==> src/rtl/akf_pkg.sv <==
// ----------------------------------------------------------------------------
// akf_pkg: shared types and constants of the altitude Kalman filter
// Payload structs, micro-op codes, register-file map and the filter program.
// ----------------------------------------------------------------------------
`default_nettype none

package akf_pkg;

  typedef struct packed {
    logic signed [31:0] baro_altitude;
    logic signed [31:0] vertical_accel;
    logic        [23:0] time_step;
  } akf_in_t;

  typedef struct packed {
    logic signed [31:0] altitude_estimate;
    logic signed [31:0] climb_rate;
    logic signed [31:0] accel_bias;
  } akf_out_t;

  // configuration register indexes
  localparam logic [1:0] CFG_BARO_NOISE = 2'd0;
  localparam logic [1:0] CFG_ACCEL_VAR  = 2'd1;
  localparam logic [1:0] CFG_BIAS_VAR   = 2'd2;

  typedef enum logic [3:0] {
    OP_LD, OP_MOV, OP_ADD, OP_SUB, OP_HALF, OP_MUL, OP_RCP, OP_OUT, OP_END, OP_HALT
  } op_t;

  typedef logic [5:0] addr_t;

  typedef struct packed {
    op_t   op;
    logic  seed;   // runs on the first item only
    addr_t dst;
    addr_t a;
    addr_t b;
  } instr_t;

  typedef enum logic [2:0] {
    ST_IDLE, ST_READ, ST_EXEC, ST_WAIT, ST_PUB
  } state_t;

  typedef struct packed {
    instr_t ins;
    logic   issue;
    logic   commit;
    logic   in_load;
  } akf_cmd_t;

  typedef struct packed {
    logic unit_done;
  } akf_stat_t;

  // register file map
  localparam addr_t R_ALT  = 6'd0;
  localparam addr_t R_VEL  = 6'd1;
  localparam addr_t R_BIAS = 6'd2;
  localparam addr_t R_P0   = 6'd3;
  localparam addr_t R_P1   = 6'd4;
  localparam addr_t R_P2   = 6'd5;
  localparam addr_t R_P3   = 6'd6;
  localparam addr_t R_P4   = 6'd7;
  localparam addr_t R_P5   = 6'd8;
  localparam addr_t R_P6   = 6'd9;
  localparam addr_t R_P7   = 6'd10;
  localparam addr_t R_P8   = 6'd11;
  localparam addr_t R_Z    = 6'd12;
  localparam addr_t R_ACC  = 6'd13;
  localparam addr_t R_DT   = 6'd14;
  localparam addr_t R_QA   = 6'd15;
  localparam addr_t R_QB   = 6'd16;
  localparam addr_t R_RB   = 6'd17;
  localparam addr_t R_DT2  = 6'd18;
  localparam addr_t R_DT2H = 6'd19;
  localparam addr_t R_DT3H = 6'd20;
  localparam addr_t R_DT4Q = 6'd21;
  localparam addr_t R_T00  = 6'd22;
  localparam addr_t R_T01  = 6'd23;
  localparam addr_t R_T02  = 6'd24;
  localparam addr_t R_T10  = 6'd25;
  localparam addr_t R_T11  = 6'd26;
  localparam addr_t R_T12  = 6'd27;
  localparam addr_t R_X1   = 6'd28;
  localparam addr_t R_INNO = 6'd29;
  localparam addr_t R_SINV = 6'd30;
  localparam addr_t R_KZ   = 6'd31;
  localparam addr_t R_KV   = 6'd32;
  localparam addr_t R_KA   = 6'd33;

  // load sources (a field of OP_LD)
  localparam addr_t SRC_Z    = 6'd0;
  localparam addr_t SRC_ACC  = 6'd1;
  localparam addr_t SRC_DT   = 6'd2;
  localparam addr_t SRC_QA   = 6'd3;
  localparam addr_t SRC_QB   = 6'd4;
  localparam addr_t SRC_RB   = 6'd5;
  localparam addr_t SRC_ZERO = 6'd6;
  localparam addr_t SRC_ONE  = 6'd7;
  localparam addr_t SRC_BIGP = 6'd8;

  // result lanes (dst field of OP_OUT)
  localparam addr_t LANE_ALT  = 6'd0;
  localparam addr_t LANE_VEL  = 6'd1;
  localparam addr_t LANE_BIAS = 6'd2;

  localparam int PROG_LEN = 108;
  typedef logic [6:0] pc_t;
  localparam pc_t ITEM_PC = 7'd10;

  function automatic instr_t ins(op_t op, addr_t d, addr_t a, addr_t b);
    instr_t r;
    r.op = op; r.seed = 1'b0; r.dst = d; r.a = a; r.b = b;
    return r;
  endfunction

  function automatic instr_t sd(addr_t d, addr_t a);
    instr_t r;
    r.op = OP_LD; r.seed = 1'b1; r.dst = d; r.a = a; r.b = R_ALT;
    return r;
  endfunction

  localparam instr_t PROG [PROG_LEN] = '{
    // covariance init after reset
    ins(OP_LD, R_P0, SRC_ONE, R_ALT),  ins(OP_LD, R_P1, SRC_ZERO, R_ALT),
    ins(OP_LD, R_P2, SRC_ZERO, R_ALT), ins(OP_LD, R_P3, SRC_ZERO, R_ALT),
    ins(OP_LD, R_P4, SRC_ONE, R_ALT),  ins(OP_LD, R_P5, SRC_ZERO, R_ALT),
    ins(OP_LD, R_P6, SRC_ZERO, R_ALT), ins(OP_LD, R_P7, SRC_ZERO, R_ALT),
    ins(OP_LD, R_P8, SRC_BIGP, R_ALT), ins(OP_HALT, R_ALT, R_ALT, R_ALT),
    // item start: operands
    ins(OP_LD, R_Z, SRC_Z, R_ALT),     ins(OP_LD, R_ACC, SRC_ACC, R_ALT),
    ins(OP_LD, R_DT, SRC_DT, R_ALT),   ins(OP_LD, R_QA, SRC_QA, R_ALT),
    ins(OP_LD, R_QB, SRC_QB, R_ALT),   ins(OP_LD, R_RB, SRC_RB, R_ALT),
    // first sample seeds the state
    sd(R_ALT, SRC_Z), sd(R_VEL, SRC_ZERO), sd(R_BIAS, SRC_ZERO),
    // state prediction
    ins(OP_SUB, R_X1, R_ACC, R_BIAS),  ins(OP_MUL, R_X1, R_X1, R_DT),
    ins(OP_ADD, R_VEL, R_VEL, R_X1),   ins(OP_MUL, R_X1, R_VEL, R_DT),
    ins(OP_ADD, R_ALT, R_ALT, R_X1),   ins(OP_MUL, R_DT2, R_DT, R_DT),
    ins(OP_HALF, R_DT2H, R_DT2, R_ALT), ins(OP_MUL, R_DT3H, R_DT2H, R_DT),
    ins(OP_MUL, R_DT4Q, R_DT2H, R_DT2H),
    // T = F * P
    ins(OP_MUL, R_X1, R_DT, R_P3),     ins(OP_ADD, R_T00, R_P0, R_X1),
    ins(OP_MUL, R_X1, R_DT2H, R_P6),   ins(OP_SUB, R_T00, R_T00, R_X1),
    ins(OP_MUL, R_X1, R_DT, R_P4),     ins(OP_ADD, R_T01, R_P1, R_X1),
    ins(OP_MUL, R_X1, R_DT2H, R_P7),   ins(OP_SUB, R_T01, R_T01, R_X1),
    ins(OP_MUL, R_X1, R_DT, R_P5),     ins(OP_ADD, R_T02, R_P2, R_X1),
    ins(OP_MUL, R_X1, R_DT2H, R_P8),   ins(OP_SUB, R_T02, R_T02, R_X1),
    ins(OP_MUL, R_X1, R_DT, R_P6),     ins(OP_SUB, R_T10, R_P3, R_X1),
    ins(OP_MUL, R_X1, R_DT, R_P7),     ins(OP_SUB, R_T11, R_P4, R_X1),
    ins(OP_MUL, R_X1, R_DT, R_P8),     ins(OP_SUB, R_T12, R_P5, R_X1),
    // P = T * F'
    ins(OP_MUL, R_X1, R_DT, R_T01),    ins(OP_ADD, R_P0, R_T00, R_X1),
    ins(OP_MUL, R_X1, R_DT2H, R_T02),  ins(OP_SUB, R_P0, R_P0, R_X1),
    ins(OP_MUL, R_X1, R_DT, R_T02),    ins(OP_SUB, R_P1, R_T01, R_X1),
    ins(OP_MOV, R_P2, R_T02, R_ALT),
    ins(OP_MUL, R_X1, R_DT, R_T11),    ins(OP_ADD, R_P3, R_T10, R_X1),
    ins(OP_MUL, R_X1, R_DT2H, R_T12),  ins(OP_SUB, R_P3, R_P3, R_X1),
    ins(OP_MUL, R_X1, R_DT, R_T12),    ins(OP_SUB, R_P4, R_T11, R_X1),
    ins(OP_MOV, R_P5, R_T12, R_ALT),
    ins(OP_MUL, R_X1, R_DT, R_P7),     ins(OP_ADD, R_P6, R_P6, R_X1),
    ins(OP_MUL, R_X1, R_DT2H, R_P8),   ins(OP_SUB, R_P6, R_P6, R_X1),
    ins(OP_MUL, R_X1, R_DT, R_P8),     ins(OP_SUB, R_P7, R_P7, R_X1),
    // process noise
    ins(OP_MUL, R_X1, R_DT4Q, R_QA),   ins(OP_ADD, R_P0, R_P0, R_X1),
    ins(OP_MUL, R_X1, R_DT3H, R_QA),   ins(OP_ADD, R_P1, R_P1, R_X1),
    ins(OP_ADD, R_P3, R_P3, R_X1),
    ins(OP_MUL, R_X1, R_DT2, R_QA),    ins(OP_ADD, R_P4, R_P4, R_X1),
    ins(OP_ADD, R_P8, R_P8, R_QB),
    // gains
    ins(OP_SUB, R_INNO, R_Z, R_ALT),   ins(OP_ADD, R_X1, R_P0, R_RB),
    ins(OP_RCP, R_SINV, R_X1, R_ALT),
    ins(OP_MUL, R_KZ, R_P0, R_SINV),   ins(OP_MUL, R_KV, R_P3, R_SINV),
    ins(OP_MUL, R_KA, R_P6, R_SINV),
    // state update
    ins(OP_MUL, R_X1, R_KZ, R_INNO),   ins(OP_ADD, R_ALT, R_ALT, R_X1),
    ins(OP_MUL, R_X1, R_KV, R_INNO),   ins(OP_ADD, R_VEL, R_VEL, R_X1),
    ins(OP_MUL, R_X1, R_KA, R_INNO),   ins(OP_ADD, R_BIAS, R_BIAS, R_X1),
    // covariance update, bottom rows first so row 0 is still old
    ins(OP_MUL, R_X1, R_KA, R_P0),     ins(OP_SUB, R_P6, R_P6, R_X1),
    ins(OP_MUL, R_X1, R_KA, R_P1),     ins(OP_SUB, R_P7, R_P7, R_X1),
    ins(OP_MUL, R_X1, R_KA, R_P2),     ins(OP_SUB, R_P8, R_P8, R_X1),
    ins(OP_MUL, R_X1, R_KV, R_P0),     ins(OP_SUB, R_P3, R_P3, R_X1),
    ins(OP_MUL, R_X1, R_KV, R_P1),     ins(OP_SUB, R_P4, R_P4, R_X1),
    ins(OP_MUL, R_X1, R_KV, R_P2),     ins(OP_SUB, R_P5, R_P5, R_X1),
    ins(OP_MUL, R_X1, R_KZ, R_P0),     ins(OP_SUB, R_P0, R_P0, R_X1),
    ins(OP_MUL, R_X1, R_KZ, R_P1),     ins(OP_SUB, R_P1, R_P1, R_X1),
    ins(OP_MUL, R_X1, R_KZ, R_P2),     ins(OP_SUB, R_P2, R_P2, R_X1),
    // results
    ins(OP_OUT, LANE_ALT, R_ALT, R_ALT), ins(OP_OUT, LANE_VEL, R_VEL, R_ALT),
    ins(OP_OUT, LANE_BIAS, R_BIAS, R_ALT), ins(OP_END, R_ALT, R_ALT, R_ALT)
  };

endpackage

`default_nettype wire

==> src/rtl/akf_ctrl.sv <==
// ----------------------------------------------------------------------------
// akf_ctrl: filter sequencer
// Steps through the micro-program, one instruction per read/execute pair.
// ----------------------------------------------------------------------------
`default_nettype none

module akf_ctrl
  import akf_pkg::*;
(
  input  wire logic      clk,
  input  wire logic      rst,
  input  wire logic      in_valid,
  output logic           in_stall,
  input  wire logic      out_free,
  output logic           publish,
  input  wire akf_stat_t stat,
  output akf_cmd_t       cmd
);

  state_t state, state_next;
  pc_t    pc, pc_next;
  logic   first;
  instr_t cur;

  assign cur = PROG[pc];

  always_ff @(posedge clk) begin
    if (rst) begin
      state <= ST_READ;
      pc    <= '0;
      first <= 1'b1;
    end else begin
      state <= state_next;
      pc    <= pc_next;
      if (publish) first <= 1'b0;
    end
  end

  // next state
  always_comb begin
    state_next = state;
    pc_next    = pc;
    case (state)
      ST_IDLE: begin
        if (in_valid) begin
          state_next = ST_READ;
          pc_next    = ITEM_PC;
        end
      end
      ST_READ: begin
        if (cur.seed && !first) pc_next = pc + 7'd1;
        else                    state_next = ST_EXEC;
      end
      ST_EXEC: begin
        case (cur.op)
          OP_MUL, OP_RCP: state_next = ST_WAIT;
          OP_END:         state_next = ST_PUB;
          OP_HALT:        state_next = ST_IDLE;
          default: begin
            state_next = ST_READ;
            pc_next    = pc + 7'd1;
          end
        endcase
      end
      ST_WAIT: begin
        if (stat.unit_done) begin
          state_next = ST_READ;
          pc_next    = pc + 7'd1;
        end
      end
      ST_PUB: begin
        if (out_free) state_next = ST_IDLE;
      end
      default: state_next = ST_IDLE;
    endcase
  end

  // outputs
  always_comb begin
    cmd.ins     = cur;
    cmd.issue   = (state == ST_EXEC);
    cmd.in_load = (state == ST_IDLE) && in_valid;
    in_stall    = (state != ST_IDLE);
    publish     = (state == ST_PUB) && out_free;
    case (state)
      ST_EXEC: cmd.commit = (cur.op == OP_LD) || (cur.op == OP_MOV) || (cur.op == OP_ADD) ||
                            (cur.op == OP_SUB) || (cur.op == OP_HALF) || (cur.op == OP_OUT);
      ST_WAIT: cmd.commit = stat.unit_done;
      default: cmd.commit = 1'b0;
    endcase
  end

  a_done_in_wait: assert property (@(posedge clk) disable iff (rst)
    stat.unit_done |-> state == ST_WAIT)
    else $error("unit done outside wait");

  a_accept_starts: assert property (@(posedge clk) disable iff (rst)
    (in_valid && !in_stall) |=> (state == ST_READ && pc == ITEM_PC))
    else $error("accepted item did not start program");

  a_publish_idle: assert property (@(posedge clk) disable iff (rst)
    publish |=> (state == ST_IDLE && !first))
    else $error("publish did not return to idle");

endmodule

`default_nettype wire

==> config.mk <==
export PLATFORM = sky130hd
export DESIGN_NAME = akf_ctrl
export DESIGN_NICKNAME = d
export VERILOG_FILES = /design/src/rtl/akf_pkg.sv /design/src/rtl/akf_ctrl.sv
export SDC_FILE = /design/constraint.sdc
export NUM_CORES = 1
export LEC_CHECK = 0
export BUFFER_PORTS_ARGS = -buffer_cell sky130_fd_sc_hd__buf_2
export CORE_UTILIZATION = 50
export CTS_CLUSTER_SIZE = 24
export DETAILED_ROUTE_END_ITERATION = 6
export GPL_TIMING_DRIVEN = 0
export PLACE_DENSITY = 0.75
export REMOVE_ABC_BUFFERS = 1
export SLEW_MARGIN = 20
export SYNTH_ARGS = -nofsm -noshare
export SYNTH_HDL_FRONTEND = slang
export SYNTH_SLANG_ARGS = --single-unit
==> constraint.sdc <==
create_clock -name clk -period 5.3 [get_ports clk]
set_input_delay 0.265 -clock clk [delete_from_list [all_inputs] [get_ports clk]]
set_output_delay 0.265 -clock clk [all_outputs]
set_load 0.01 [all_outputs]
; Yosys cells after proc, flatten, opt, wreduce, memory -nomap -nowiden
; Memory sizes are Yosys's and may differ from the RTL's.
; Cells that the tools add are included.
[op_classes]
muxes = 14
n_lt_le_gt_ge = 1
eq_ne = 19
reduce_logical = 17
n_addsub = 1
bitwise = 1
[ops]
columns = operator, n
row1 = $mux W23, 2
row2 = $mux W7, 4
row3 = $pmux W7 S4, 1
row4 = $eq A4 B3 Y1 const B, 4
row5 = $pmux W3 S5, 1
row6 = $mux W3, 4
row7 = $ne A2 B2 Y1 const B, 6
row8 = $pmux W3 S3, 1
row9 = $eq A4 B2 Y1 const B, 2
row10 = $eq A4 B4 Y1 const B, 2
row11 = $ge A8 B8 Y1 const B, 1
row12 = $not A7 Y8, 1
row13 = $add A7 B1 Y7 const B, 1
row14 = $eq A3 B2 Y1 const B, 2
row15 = $logic_or A1 B1 Y1, 5
row16 = $reduce_and A5 Y1, 1
row17 = $eq A4 B1 Y1 const B, 1
row18 = $logic_not A4 Y1, 1
row19 = $reduce_and A4 Y1, 1
row20 = $reduce_bool A4 Y1, 1
row21 = $reduce_or A4 Y1, 1
row22 = $eq A3 B1 Y1 const B, 1
row23 = $eq A3 B3 Y1 const B, 1
row24 = $logic_and A1 B1 Y1, 3
row25 = 5 further kinds, 5
[totals]
wordCells = 57
rom_bits = 2944
reg_bits = 11
mem_count = 1
[mem_list]
columns = name, words, width, rd, rd_ports_with_merged_regs, write_ports, line
row1 = (name not given), 128, 23, 1, 0, 0, akf_ctrl.sv:25  ; assign cur = PROG[pc];

; Logic depth before layout (Yosys ltp)
; Gate-level depths: netlist (run 1).
[depth]
depth_word = 11
mapped_depth = 14
ltp_nobuf = 11

; Least setup slack after synthesis (run 1)
; No wires, ideal clock.
[synth_path]
kind = reg-to-reg
startpoint = register pc[2]
endpoint = register pc[5]
synth_period_minus_slack_ns = 3.458
arrival_time_ns = 3.341
stages_incl_launch_ff = 15
setup_slack_ns = 1.842
cell_sequence = dfxtp_1 buf_4 buf_4 inv_1 clkbuf_1 buf_1 ha_1 nand2b_1 o31ai_1 a221o_1 o221ai_1 nand3_1 o21ai_4 nand2_1 a32o_1
[synth_rtl]
columns = item, line
row1 = "start, declared", akf_ctrl.sv:21  ; pc_t pc, pc_next;
row2 = "start signal, assigned", akf_ctrl.sv:34  ; pc <= pc_next;

==> impl_metrics.csv, run 1 <==
group,metric,value,unit
floorplan,die_y,83.7,um
logic_synthesis,postSynthAreaPerCell,6.30,um^2
route,drt_iter0_drc,664,
setup_path,rrSetupSlack,0.76,ns
layout,instances_no_fill,589,
logic_synthesis,synth_most_common_cell,"nand2_1",
sta,layout_setup_ws,0.482,ns
clock_network,hold_buffers,0,
route,vias_per_cell,7.30,
setup_path,critPathMaxStageDelay,0.82,ns
sta,max_slew_margin,29.1,%
floorplan,die_x,83.7,um
layout,drive_gt1_share,10.9,%
grt,grt_pass1_wl,19900,um
logic_synthesis,yosysUniqueCellTypes,65,
logic_synthesis,ys_ff_latch,11,
grt,grt_usage,34.5,%
floorplan,core_area,6390,um^2
sta,rsz0062_at_grt,"false",
grt,gr-total-overflow,0,
route,drt-total-wl,12400,um
pwr,pwr_density_cell,181,nW/um^2
clock_network,clock_latency,0.24,ns
logic_synthesis,yosysTopAreaCell,"ha_1",
layout,post-route-cell-area,3460,um^2
logic_synthesis,synthFlopType,"dfxtp_1",
job,max_cap_viol_count,0,
route,drc,0,
grt,grt_max_degree,51,
sta,fin_crit_sh,90.9,%
setup_path,critPathCaptureType,"output port",
logic_synthesis,synth.area.top_cells,"ha_1 (9.7%), nand2_1 (8.1%), a21oi_1 (7.9%)",
clock_network,clk_pin_slew,0.05,ns
route,antenna_left,0,
layout,nNetsFinal,544,
route,wl_met3,1800,um
floorplan,start_util,52.3,%
placement,placed_area,3420,um^2
sta,timing.hold.ws,0.308,ns
sta,worst_pin_slew,1.06,ns
sta,setup_violations,0,
placement,port_buffers,31,
logic_synthesis,yosysWarnings,0,
placement,dp.cells,585,
logic_synthesis,async_reset_ff_share,0,%
floorplan,num_rows,29,
layout,final_util,54.2,%
floorplan,io_pins,33,
clock_network,cts_tree,"done",
setup_path,crit_slowest_cell,"dfxtp_2",
clock_network,ctsLongestPathBuffers,2,
pwr,vdd_drop_max,243,uV
sta,period_minus_slack,4.82,ns
placement,place_congestion,1.01,
route,top_layer_used,"met4",
setup_path,cp-start-kind,"flop",
run_status,status,"finished, final reports clean",
grt,antenna_found_initial,0,
logic_synthesis,synth_edf_count,0,
route,met1_length,4920,um
clock_network,htree_levels,1,
setup_path,path_cells,"clkinv_1 -> ha_1 -> nand2b_1 -> o21ai_0 -> a311o_1 -> a32oi_4 -> xor2_2 -> a211o_1 -> a21oi_1 -> buf_2",
sta,hold_violations,0,
logic_synthesis,yosys-top-cells-count,"nand2_1 (72), a21oi_1 (53), nor2_1 (53), o21ai_0 (38), clkbuf_1 (29)",
route,first_pass_iters,6,
logic_synthesis,ys_seq_area_share,6.60,%
clock_network,cts_made_buffers,3,
route,wl_met2,5180,um
worst_hold_path,holdCritPathClass,"in2reg",
layout,syn_to_final_growth,3.71,%
setup_path,cp_max_fo,33,
placement,dp_slack,0.960,ns
clock_network,cts_root_buf,"clkbuf_8",
placement,hpwl,8260,um
setup_path,path_class,"reg2out",
sta,maxSlewViolCount,0,
sta,max_freq,0.208,GHz
setup_path,cp_data_required_time,5.04,ns
layout,antennaDiodeCount,0,
setup_path,worstPathArrival,4.55,ns
route,vias,4298,
pwr,leakagePower,1.30,nW
floorplan,die_area,7000,um^2
clock_network,clkSinkCount,11,
logic_synthesis,yosysTopAreaCellShare,9.75,%
grt,grt_pass1_vias,3773,
clock_network,post_cts_buffers,0,
clock_network,cts_resized,0,
logic_synthesis,syn_inst,530,
route,post_drt_wl_per_cell,21.0,um
logic_synthesis,syn_area,3340,um^2
sta,skew,0.00654,ns
==> critical path, delay by kind of cell (launching register included) <==
kind                     cells  cell delay, ns
AO/OA/AOI/OAI                5            1.16
buffers and inverters        2            0.87
flip-flops                   1            0.82
adder cells (fa/ha/maj)      1            0.79
AND/OR/NAND/NOR              1            0.43
XOR/XNOR                     1            0.24
==> logic make-up after synthesis <==
family	after synthesis	synth area share (%)
AO/OA/AOI/OAI	200	40.2
XOR/XNOR	5	1.76
adder cells (fa/ha/maj)	26	9.75
buffers and inverters	74	10.2
flip-flops	11	6.60
multiplexers	12	3.60
other	1	0.112
AND/OR/NAND/NOR	201	27.8
==> area by class of cell <==
cell class | count | area [um^2]
Timing Repair Buffer | 35 | 243
Clock buffer | 4 | 45.0
Multi-Input combinational cell | 445 | 2780
Fill cell | 661 | 2930
Inverter | 17 | 63.8
Sequential cell | 11 | 235
Tap cell | 77 | 96.3
==> state kept, by name, indices dropped and copies added (netlist names) <==
register	count
pc	7
state	3
first	1
==> cells in the final DEF, fill, tap and decap left out, drive strengths merged, types with 5 or more instances in the layout <==
master	synthesis	final
nand2	72	72
a31oi	14	14
a21oi	53	53
ha	26	26
nor2b	11	11
nand2b	14	14
nor2	54	54
dfxtp	11	11
o211ai	12	12
o21ai	39	39
and2	5	5
o22ai	11	11
a311oi	8	8
nand3	10	10
o31ai	8	8
a211oi	13	13
inv	16	16
mux2i	12	12
nor3	18	18
buf	28	35
==> per-stage QoR <==
stage,total power [mW],TNS (ns)
after detailed placement,0.518,0
after global routing,0.663,0
after floorplan,0.397,0
after CTS,0.605,0
final,0.625,0
after global placement,0.508,-4.78
==> layer usage <==
layer	vias up	track usage [%]
met4	0	14.0
met2	360	51.5
li1	1918	-
met3	53	8.90
met1	1967	46.9
met5	-	0
==> worst paths after layout <==
path                               start       end  depth (start not counted)
worst min-delay path            out_free  state[2]                          4
worst max-delay path               pc[0]    cmd[1]                         10
worst max register to register     pc[0]     pc[5]                         10
worst min register to register     first     first                          2
==> report_power, final <==
part / switching [mW] / internal [mW]
Clock: 0.0333 / 0.0530
Combinational: 0.267 / 0.146
Sequential: 0.0380 / 0.0879
Total: 0.339 / 0.287
Power figures use the tool's default switching activity.
==> run 2, diff against run 1 <==
--- a/config.mk
+++ b/config.mk
@@ -6,11 +6,11 @@
 export NUM_CORES = 1
 export LEC_CHECK = 0
 export BUFFER_PORTS_ARGS = -buffer_cell sky130_fd_sc_hd__buf_2
-export CORE_UTILIZATION = 50
+export CORE_UTILIZATION = 67
 export CTS_CLUSTER_SIZE = 24
 export DETAILED_ROUTE_END_ITERATION = 6
 export GPL_TIMING_DRIVEN = 0
-export PLACE_DENSITY = 0.75
+export PLACE_DENSITY = 0.95
 export REMOVE_ABC_BUFFERS = 1
 export SLEW_MARGIN = 20
 export SYNTH_ARGS = -nofsm -noshare
==> impl_metrics.csv, run 2 (synthesis results as in run 1) <==
group,metric,value,unit
setup_path,startpoint,"pc[0]",
pwr,switchingPower,0.342,mW
sta,setup_violations,0,
layout,syn_to_final_growth,3.34,%
clock_network,clk_pin_slew,0.05,ns
setup_path,worst-r2r-cell-count,10,
placement,hpwl,8020,um
clock_network,ctsLongestPathBuffers,2,
floorplan,die_area,5270,um^2
clock_network,hold_buffers,0,
setup_path,regToRegEndpoint,"pc[6]",
grt,grt_pass1_vias,3708,
sta,skew,0.00269,ns
sta,worst_pin_slew,1.01,ns
layout,mostFrequentLayoutCell,"nand2_1",
worst_hold_path,whs_path_depth,2,
sta,maxSlewViolCount,0,
sta,rsz0062_at_grt,"false",
sta,max_slew_margin,32.7,%
clock_network,clock_latency,0.24,ns
layout,nNetsFinal,544,
setup_path,cp_data_required_time,5.04,ns
sta,timing.hold.ws,0.342,ns
layout,regMostFlops,"pc",
setup_path,cp_max_fo,33,
floorplan,num_rows,25,
layout,antennaDiodeCount,0,
route,post_drt_wl_per_cell,21.6,um
sta,fin_crit_sh,90.2,%
pwr,combPwrFrac,66.5,%
floorplan,die_y,72.6,um
grt,grt_max_degree,75,
sta,period_minus_slack,4.78,ns
layout,ff_latch_area,235,um^2
floorplan,die_x,72.6,um
route,drt-total-wl,12500,um
placement,place_congestion,0.999,
placement,dp_slack,1.03,ns
sta,setup_tns,0,ns
sta,layout_setup_ws,0.521,ns
floorplan,start_util,70.2,%
route,drt_iter0_drc,983,
pwr,power,0.629,mW
clock_network,cts_resized,0,
layout,largestRegisters,"pc: 7 flops, state: 3 flops, first: 1 flops",
grt,antenna_found_initial,0,
worst_hold_path,hp-start,"rst",
setup_path,critPathCaptureType,"output port",
pwr,vdd_drop_max,180,uV
clock_network,clkSinkCount,11,
clock_network,htree_levels,1,
setup_path,cp-start-kind,"flop",
clock_network,cts_root_buf,"clkbuf_8",
worst_hold_path,holdCritPathClass,"in2reg",
route,first_pass_iters,6,
setup_path,worstPathArrival,4.51,ns
layout,most-common-layout-cells,"nand2_1 (72), nor2_1 (53), a21oi_1 (53)",
placement,port_buffers,31,
layout,drive_gt1_share,10.9,%
pwr,clkPwrFrac,13.4,%
pwr,pwr_density_cell,182,nW/um^2
route,drc,0,
clock_network,cts_made_buffers,3,
setup_path,rrSetupSlack,0.75,ns
pwr,p_int,0.287,mW
pwr,netSwitchingFraction,54.3,%
layout,n_fill_cell,409,
layout,largest_register_ff_count,7,
pwr,power_frac_seq,20.1,%
floorplan,core_area,4750,um^2
route,vias,4400,
grt,gr-total-overflow,0,
grt,grt_usage,47.2,%
clock_network,cts_tree,"done",
sta,max_freq,0.209,GHz
setup_path,path_class,"reg2out",
route,antenna_left,0,
clock_network,post_cts_buffers,0,
pwr,leakagePower,1.30,nW
route,vias_per_cell,7.60,
placement,dp.cells,575,
job,max_cap_viol_count,0,
worst_hold_path,min_to,"pc[3]",
setup_path,r2r-start,"pc[0]",
floorplan,io_pins,33,
grt,grt_pass1_wl,19500,um
sta,hold_violations,0,
layout,multi_input_area,2780,um^2
layout,instances_no_fill,579,
run_status,status,"finished, final reports clean",
[run 2: cell counts in the layout (fill, tap and decap cells not counted)]
Identical to the previous run, type by type.
[run 2: area by class of cell]
type                    count  area share [%]
clock buffers               4            1.31
multi-input cells         445            80.6
well taps                  67            2.43
repair buffers             35            7.04
flip-flops and latches     11            6.82
inverters                  17            1.85
[run 2: per-layer routing]
layer / routed length (um) / share of wire [%] / track usage (%) / vias to the layer above
li1: - / - / - / 1920
met1: 4670 / 37 / 63.0 / 1956
met2: 5360 / 43 / 71.8 / 436
met3: 1820 / 15 / 10.2 / 88
met4: 688 / 5.5 / 23.3 / 0
met5: 0 / 0 / 0 / -
[run 2: critical path, stage by stage (launching register included)]
cell	delay [ns]
dfxtp_2	0.81
clkinv_1	0.74
ha_1	0.76
nand2b_1	0.46
o21ai_0	0.34
a311o_1	0.27
a32oi_4	0.08
xor2_2	0.23
a211o_1	0.31
a21oi_1	0.13
buf_2	0.15
[run 2: worst max path at each step]
stage	to	slack (ns)	depth (start not counted)
after global placement	pc[3]	-0.60	10
after detailed placement	pc[6]	1.03	10
final	cmd[1]	0.52	10
after CTS	cmd[1]	0.77	10
after global routing	cmd[1]	0.59	10
after floorplan	pc[3]	0.62	10
[run 2: metrics by stage]
step,cell area [um^2],utilization (%)
finish,3450,72.5
global route,3450,72.5
CTS,3450,72.5
detailed placement,3400,71.6
global placement,3300,69.4
floorplan,3060,-
[run 2: power groups by stage]
| stage | sequential [mW] | clock, mW | combinational (mW) |
|---|---|---|---|
| 6_report | 0.126 | 0.0842 | 0.418 |
| 5_1_grt | 0.126 | 0.0889 | 0.442 |
| 4_1_cts | 0.123 | 0.0854 | 0.396 |
| 3_5_place_dp | 0.125 | 0 | 0.393 |
| 3_3_place_gp | 0.137 | 0 | 0.373 |
| 2_1_floorplan | 0.121 | 0 | 0.276 |
